## src/dual_motor_drive_watchdog_core_assert.svh

```systemverilog
// Assertion macros for the dual motor drive watchdog core.
// Needs nothing else; included by files that carry concurrent assertions.
`ifndef DUAL_MOTOR_DRIVE_WATCHDOG_CORE_ASSERT_SVH
`define DUAL_MOTOR_DRIVE_WATCHDOG_CORE_ASSERT_SVH

// same-cycle implication, skipped while reset is asserted
`define DMDW_ASSERT_IMPL(label, clk, rst_n, cond, prop, msg) \
	label: assert property (@(posedge clk) disable iff (!(rst_n)) (cond) |-> (prop)) \
		else $error(msg);

// next-cycle implication, skipped while reset is asserted
`define DMDW_ASSERT_NEXT(label, clk, rst_n, cond, prop, msg) \
	label: assert property (@(posedge clk) disable iff (!(rst_n)) (cond) |=> (prop)) \
		else $error(msg);

`endif

```

## src/dmdw_pkg.sv

```systemverilog
// Shared types and constants for the dual motor drive watchdog core.
// No dependencies; used by dmdw_clamp and the top level.
`timescale 1ns / 1ps

package dmdw_pkg;

	localparam int unsigned DUTY_W = 15;
	localparam int unsigned CNT_W  = 16;
	localparam int unsigned CFG_W  = 16;

	// item kinds
	localparam logic [1:0] CMD_TICK  = 2'd0;
	localparam logic [1:0] CMD_LEFT  = 2'd1;
	localparam logic [1:0] CMD_RIGHT = 2'd2;

	// register indexes
	localparam logic [1:0] REG_PWM_LIMIT    = 2'd0;
	localparam logic [1:0] REG_CMD_TIMEOUT  = 2'd1;
	localparam logic [1:0] REG_LINK_TIMEOUT = 2'd2;

	localparam logic [DUTY_W-1:0] PWM_LIMIT_RST    = 15'd1023;
	localparam logic [CNT_W-1:0]  CMD_TIMEOUT_RST  = 16'd300;
	localparam logic [CNT_W-1:0]  LINK_TIMEOUT_RST = 16'd500;

	typedef struct packed {
		logic [1:0]         command;
		logic signed [15:0] drive_value;
	} in_word_t;

	typedef struct packed {
		logic [DUTY_W-1:0] right_duty;
		logic              right_reverse;
		logic [DUTY_W-1:0] left_forward_duty;
		logic [DUTY_W-1:0] left_reverse_duty;
		logic              left_enable;
		logic              link_up;
	} out_word_t;

	// clamped drive as magnitude plus direction
	typedef struct packed {
		logic              reverse;
		logic [DUTY_W-1:0] mag;
	} duty_t;

endpackage

```

## src/dual_motor_drive_watchdog_core.sv

```systemverilog
// Dual motor drive with per-wheel command watchdog, top level.
// Depends on dmdw_pkg, dmdw_clamp and dual_motor_drive_watchdog_core_assert.svh.
//
//   port group   dir  handshake            word
//   in_*         in   in_valid / in_stall   dmdw_pkg::in_word_t
//   out_*        out  out_valid / out_stall dmdw_pkg::out_word_t
//   cfg_*        in   cfg_we (no wait)      cfg_index, cfg_data
//
// One word per cycle sustained while out_stall is low; each word gives one result, which passes
// through the input register, then the update of the wheel state and the result register.
// The state update is a saturating increment, compare and clamp, all combinational.
// arst_n clears counters and duties, sets link up and loads register defaults.
// out_stall holds a valid result register; the input register then fills and in_stall rises.
`timescale 1ns / 1ps
`include "dual_motor_drive_watchdog_core_assert.svh"

module dual_motor_drive_watchdog_core (
	input  logic                              clk,
	input  logic                              arst_n,
	input  logic                              in_valid,
	output logic                              in_stall,
	input  dmdw_pkg::in_word_t                in_word,
	output logic                              out_valid,
	input  logic                              out_stall,
	output dmdw_pkg::out_word_t               out_word,
	input  logic                              cfg_we,
	input  logic [1:0]                        cfg_index,
	input  logic [dmdw_pkg::CFG_W-1:0]        cfg_data
);

	logic [dmdw_pkg::DUTY_W-1:0] pwm_limit_q;
	logic [dmdw_pkg::CNT_W-1:0]  cmd_timeout_q;
	logic [dmdw_pkg::CNT_W-1:0]  link_timeout_q;

	logic                valid_s1;
	dmdw_pkg::in_word_t  word_s1;
	logic                out_valid_q;
	dmdw_pkg::out_word_t out_word_q;

	logic [dmdw_pkg::CNT_W-1:0] left_cnt_q, right_cnt_q;
	logic [dmdw_pkg::CNT_W-1:0] left_cnt_d, right_cnt_d;
	logic [dmdw_pkg::CNT_W-1:0] left_inc, right_inc;
	dmdw_pkg::out_word_t        state_q, state_d;

	logic              advance;
	logic              fire_s1;
	logic              in_accept;
	logic signed [16:0] right_req, left_req;
	dmdw_pkg::duty_t   right_clamp, left_clamp;

	// configuration registers
	always_ff @(posedge clk or negedge arst_n) begin
		if (!arst_n) begin
			pwm_limit_q    <= dmdw_pkg::PWM_LIMIT_RST;
			cmd_timeout_q  <= dmdw_pkg::CMD_TIMEOUT_RST;
			link_timeout_q <= dmdw_pkg::LINK_TIMEOUT_RST;
		end else if (cfg_we) begin
			unique case (cfg_index)
				dmdw_pkg::REG_PWM_LIMIT:    pwm_limit_q    <= cfg_data[14:0];
				dmdw_pkg::REG_CMD_TIMEOUT:  cmd_timeout_q  <= cfg_data;
				dmdw_pkg::REG_LINK_TIMEOUT: link_timeout_q <= cfg_data;
				default: ;
			endcase
		end
	end

	// handshake: the result register frees the input register
	assign advance   = !out_valid_q || !out_stall;
	assign fire_s1   = valid_s1 && advance;
	assign in_stall  = valid_s1 && !advance;
	assign in_accept = in_valid && !in_stall;

	always_ff @(posedge clk or negedge arst_n) begin
		if (!arst_n) begin
			valid_s1 <= 1'b0;
		end else if (in_accept) begin
			valid_s1 <= 1'b1;
		end else if (fire_s1) begin
			valid_s1 <= 1'b0;
		end
	end

	always_ff @(posedge clk) begin
		if (in_accept) begin
			word_s1 <= in_word;
		end
	end

	// left wheel is driven with the negated request
	assign right_req = 17'(word_s1.drive_value);
	assign left_req  = 17'(-right_req);

	dmdw_clamp u_clamp_right (
		.value (right_req),
		.limit (pwm_limit_q),
		.duty  (right_clamp)
	);

	dmdw_clamp u_clamp_left (
		.value (left_req),
		.limit (pwm_limit_q),
		.duty  (left_clamp)
	);

	assign left_inc  = (left_cnt_q == '1) ? left_cnt_q : left_cnt_q + 1'b1;
	assign right_inc = (right_cnt_q == '1) ? right_cnt_q : right_cnt_q + 1'b1;

	always_comb begin
		state_d     = state_q;
		left_cnt_d  = left_cnt_q;
		right_cnt_d = right_cnt_q;
		unique case (word_s1.command)
			dmdw_pkg::CMD_TICK: begin
				left_cnt_d  = left_inc;
				right_cnt_d = right_inc;
				if (left_inc > cmd_timeout_q) begin
					state_d.left_forward_duty = '0;
					state_d.left_reverse_duty = '0;
				end
				if (right_inc > cmd_timeout_q) begin
					state_d.right_duty = '0;
				end
				state_d.link_up = !((left_inc > link_timeout_q) &&
					(right_inc > link_timeout_q));
			end
			dmdw_pkg::CMD_LEFT: begin
				left_cnt_d = '0;
				state_d.left_forward_duty = left_clamp.reverse ? '0 : left_clamp.mag;
				state_d.left_reverse_duty = left_clamp.reverse ? left_clamp.mag : '0;
				state_d.left_enable = 1'b1;
			end
			dmdw_pkg::CMD_RIGHT: begin
				right_cnt_d = '0;
				state_d.right_duty    = right_clamp.mag;
				state_d.right_reverse = right_clamp.reverse;
			end
			default: ; // unused code leaves state alone
		endcase
	end

	always_ff @(posedge clk or negedge arst_n) begin
		if (!arst_n) begin
			left_cnt_q  <= '0;
			right_cnt_q <= '0;
			state_q     <= '{right_duty: '0, right_reverse: 1'b0, left_forward_duty: '0,
				left_reverse_duty: '0, left_enable: 1'b0, link_up: 1'b1};
		end else if (fire_s1) begin
			left_cnt_q  <= left_cnt_d;
			right_cnt_q <= right_cnt_d;
			state_q     <= state_d;
		end
	end

	// result register
	always_ff @(posedge clk or negedge arst_n) begin
		if (!arst_n) begin
			out_valid_q <= 1'b0;
		end else if (advance) begin
			out_valid_q <= valid_s1;
		end
	end

	always_ff @(posedge clk) begin
		if (fire_s1) begin
			out_word_q <= state_d;
		end
	end

	assign out_valid = out_valid_q;
	assign out_word  = out_word_q;

	`DMDW_ASSERT_NEXT(a_right_cmd_clears_cnt, clk, arst_n, fire_s1 && (word_s1.command == dmdw_pkg::CMD_RIGHT), right_cnt_q == '0, "right command did not clear its tick count")
	`DMDW_ASSERT_IMPL(a_left_split_exclusive, clk, arst_n, 1'b1, (state_q.left_forward_duty == '0) || (state_q.left_reverse_duty == '0), "left forward and reverse duty both nonzero")
	`DMDW_ASSERT_IMPL(a_stall_only_when_full, clk, arst_n, in_stall, out_valid_q && valid_s1 && out_stall, "input stalled with a free pipeline slot")
	`DMDW_ASSERT_NEXT(a_fire_gives_result, clk, arst_n, fire_s1, out_valid_q && (out_word_q == $past(state_d)), "accepted word did not reach the result register")

endmodule

```

## src/dmdw_clamp.sv

```systemverilog
// Clamps a signed drive request to +/- limit and splits it into magnitude and direction.
// Depends on dmdw_pkg.
`timescale 1ns / 1ps

module dmdw_clamp (
	input  logic signed [16:0]               value,
	input  logic [dmdw_pkg::DUTY_W-1:0]      limit,
	output dmdw_pkg::duty_t                  duty
);

	logic [16:0] abs_val;

	assign abs_val = value[16] ? 17'(-value) : 17'(value);

	always_comb begin
		duty.mag = (abs_val > {2'b00, limit}) ? limit : abs_val[14:0];
		// a zero limit clamps a negative request to zero, which counts as forward
		duty.reverse = value[16] && (limit != '0);
	end

endmodule
```

## config.mk

```make
export PLATFORM = sky130hd
export DESIGN_NAME = dual_motor_drive_watchdog_core
export DESIGN_NICKNAME = d
export VERILOG_FILES = /design/src/dmdw_pkg.sv /design/src/dual_motor_drive_watchdog_core.sv /design/src/dmdw_clamp.sv
export VERILOG_INCLUDE_DIRS = /design/src /design/src/src
export SDC_FILE = /design/constraint.sdc
export NUM_CORES = 1
export LEC_CHECK = 0
export CORE_ASPECT_RATIO = 1.2
export CORE_MARGIN = 5
export CORE_UTILIZATION = 60
export DETAILED_ROUTE_END_ITERATION = 8
export DONT_BUFFER_PORTS = 1
export PLACE_DENSITY_LB_ADDON = 0.15
export REMOVE_ABC_BUFFERS = 1
export SYNTH_ARGS = -nofsm -noshare
export SYNTH_HDL_FRONTEND = slang
export SYNTH_SLANG_ARGS = --single-unit
```

## constraint.sdc

```tcl
create_clock -name clk -period 10.85 [get_ports clk]
set_clock_uncertainty 0.15 [all_clocks]
set_input_delay 0.5425 -clock clk [delete_from_list [all_inputs] [get_ports clk]]
set_output_delay 0.5425 -clock clk [all_outputs]
set_load 0.02 [all_outputs]
```

==> impl_metrics.csv <==
group,metric,value,unit
run_status,status,"finished, final reports clean",
logic_synthesis,synth-seq-cells,195,
power,p_leak,5.24,nW
sta,finalHoldViolations,0,
global_route,grt_usage,27.1,%
critical_path,crit_path_end_kind,"flip-flop",
logic_synthesis,synth_warnings,0,
clocking,cts_setup_buffers,0,
logic_synthesis,synth_compound_area_share,17.4,%
logic_synthesis,synth-edff-count,66,
cells_and_area,post-route-util,65.1,%
critical_path,crit_type,"flip-flop to flip-flop",
cells_and_area,fin_nets,1176,
route,drt_pre_antenna_iters,5,
sta,period_share,53.3,%
logic_synthesis,synthMuxAreaShare,6.40,%
clocking,cts_buffers,17,
critical_path,cp_slowest_stage_delay,520,ps
logic_synthesis,synth.distinct_cells,60,
floorplanning,row_count,55,
sta,min_period,5790,ps
power,ir_drop,0.138,mV
hold_path,hold_class,"input pin to flip-flop",
global_route,overflow,0,
clocking,clkTransAtPathRegs,70,ps
critical_path,cp_slowest_cell,"edfxtp_1",
placement,gp_congestion,0.919,
route,num_vias,8306,
sta,tns,0,ps
global_route,grt_pass1_wl,45.9,mm
logic_synthesis,seq_area_frac_synth,45.7,%
sta,rsz0062_at_grt,"false",
logic_synthesis,yosysTopAreaCellShare,23.6,%
logic_synthesis,synth_area_leader_cell,"dfrtp_1",
floorplanning,die_x,136,µm
logic_synthesis,synthArstFlopShare,66.2,%
global_route,antenna_found_initial,1,
logic_synthesis,synth_fa_ha_area_share,10.7,%
route,finalWirelength,29.2,mm
global_route,grt_max_degree,130,
logic_synthesis,synth_top_family_by_area,"compound AO/OA/AOI/OAI gates",
logic_synthesis,syn_area_per_cell,10.8,µm²
sta,tightest_slew,1150,ps
global_route,grt_pass1_vias,8412,
critical_path,cp.arrival,5780,ps
route,drt-wirelength-per-cell,22.4,µm
placement,port_buffers,0,
logic_synthesis,yosys.area_share.xor_xnor,4.59,%
floorplanning,die-area,22000,µm²
logic_synthesis,syn_area,11500,µm²
clocking,htreeDepth,4,
logic_synthesis,synth_flop_cell,"dfrtp_1",
clocking,clk_latency,430,ps
floorplanning,ios,91,
cells_and_area,final_area,12300,µm²
sta,max_freq,173,MHz
sta,holdWs,54.6,ps
clocking,cts_tree,"built",
critical_path,crit_top_cell,"ha_1",
power,power_density,180,nW/µm²
critical_path,crit_fanout,18,
clocking,cts_buffer_depth,2,
clocking,clock_sinks,195,
sta,finalSetupViolCount,0,
critical_path,cp.required,10850,ps
floorplanning,die_h,161,µm
clocking,cts_root_buffer,"clkbuf_16",
cells_and_area,area_growth,7.17,%
floorplanning,core_area,18900,µm²
cells_and_area,drive_above_1_share,11.2,%
flow_run,drv_cap,0,
logic_synthesis,postSynthCellCount,1058,
route,drc,0,
logic_synthesis,synth.area.top_cells,"dfrtp_1 24%, edfxtp_1 17%, ha_1 11%",
floorplanning,initial_core_util,60.7,%
route,via_per_inst,6.36,
critical_path,crit_chain,"inv_1, ha_1, or3b_1, or2_2, nor3_1, nand2_1, nor3_1, ha_1, a31oi_1, xnor2_1, ha_1, a21oi_1, a21boi_0, a2111oi_0, a311oi_1, a31oi_2, buf_4, mux2i_1, o2bb2ai_1",
critical_path,worstSetupStartpointType,"flip-flop",
sta,slew_headroom,23.4,%
logic_synthesis,yosys.area_share.simple,11.0,%
placement,placedInstanceArea,11700,µm²
placement,place_hpwl,21.5,mm
sta,slew_viol_final,0,
route,ant_nets,0,
route,dr.first_iter.drc_count,529,
==> cells in the mapped netlist (24+ instances only) <==
| cell | number |
|---|---|
| dfrtp_1 | 108 |
| a22o_1 | 26 |
| ha_1 | 98 |
| nand3_1 | 25 |
| a21oi_1 | 28 |
| o2bb2ai_1 | 73 |
| xnor2_1 | 46 |
| nand2_1 | 76 |
| o21ai_0 | 37 |
| nor2_1 | 43 |
| inv_1 | 71 |
| clkbuf_1 | 48 |
| mux2i_1 | 24 |
| edfxtp_1 | 66 |
| mux2_2 | 34 |
==> cells in the final DEF, fill, tap and decap left out, types with 34 or more instances in the layout <==
| master | count |
|---|---|
| ha_1 | 98 |
| o2bb2ai_1 | 73 |
| dfrtp_1 | 108 |
| inv_1 | 71 |
| mux2_2 | 34 |
| xnor2_1 | 46 |
| nor2_1 | 43 |
| edfxtp_1 | 66 |
| nand2_1 | 76 |
| o21ai_0 | 37 |
==> what timing repair did <==
action                                  CTS  global route
hold buffers                              2             0
endpoints found under the setup margin    0             0
gates resized for setup                   0             0
endpoints found under the hold margin   129             0
==> worst max-delay path: cells and delay by family (launching register included) <==
kind / cells / cell delay (ps)
mux: 1 / 400
simple gates: 5 / 1300
compound gates: 7 / 1370
fa+ha+maj: 3 / 1050
flops: 1 / 520
buf+inv: 2 / 500
xor+xnor: 1 / 180
==> power by group <==
group          switching [mW]  leakage, nW  internal (mW)  total [mW]
Combinational           0.296         2.70          0.237       0.534
Clock                   0.294        0.286          0.325       0.619
Sequential              0.135         2.25          0.921        1.06
Total                   0.725         5.24           1.48        2.21
==> metrics by stage <==
stage,total power [mW],instances,setup WS [ps]
final,2.21,1307,5060
after floorplan,1.43,1007,4670
after global placement,1.57,1272,5280
after CTS,2.22,1306,5090
after detailed placement,1.59,1272,5100
after global routing,2.32,1307,4560
==> layout make-up <==
type,instances,area (µm²)
Antenna cell,1,2.50
Clock inverter,14,149
Clock buffer,18,429
Timing Repair Buffer,11,105
Fill cell,1557,6580
Inverter,72,270
Sequential cell,195,5240
Tap cell,256,320
Multi-Input combinational cell,740,5760
==> flip-flops by register name, indices dropped and copies added (netlist names) <==
name,cells
out_word,48
state_q,48
cmd_timeout_q,16
left_cnt_q,16
link_timeout_q,16
right_cnt_q,16
right_req,16
pwm_limit_q,15
word_s1,2
out_valid,1
valid_s1,1
==> per-layer routing <==
| layer | wire [µm] | track usage (%) | vias to the layer above |
|---|---|---|---|
| li1 | - | - | 3886 |
| met1 | 11400 | 32.0 | 4123 |
| met2 | 15300 | 48.4 | 222 |
| met3 | 1110 | 4.39 | 75 |
| met4 | 1370 | 12.1 | 0 |
| met5 | 0 | 0 | - |
==> final timing paths <==
path	from	end	slack [ps]	cells after the start
max in group asynchronous	arst_n	state_q[29]$_DFFE_PN0P_	9400	2
worst min-delay path	in_word[17]	word_s1[17]$_DFFE_PP_	50	0
worst min register to register	state_q[1]$_DFFE_PN0P_	state_q[1]$_DFFE_PN0P_	310	1
min in group asynchronous	arst_n	left_cnt_q[8]$_DFFE_PN0P_	550	2
worst max-delay path	right_req[0]$_DFFE_PP_	out_word[25]$_DFFE_PP_	5060	19
worst max register to register	right_req[0]$_DFFE_PP_	out_word[25]$_DFFE_PP_	5060	19
==> logic make-up after synthesis <==
| logic type | Yosys count |
|---|---|
| XOR/XNOR | 60 |
| buffers and inverters | 123 |
| AND/OR/NAND/NOR | 250 |
| flip-flops | 195 |
| AO/OA/AOI/OAI | 266 |
| adder cells (fa/ha/maj) | 98 |
| multiplexers | 66 |
No activity file was read; power rests on OpenSTA's default activity.
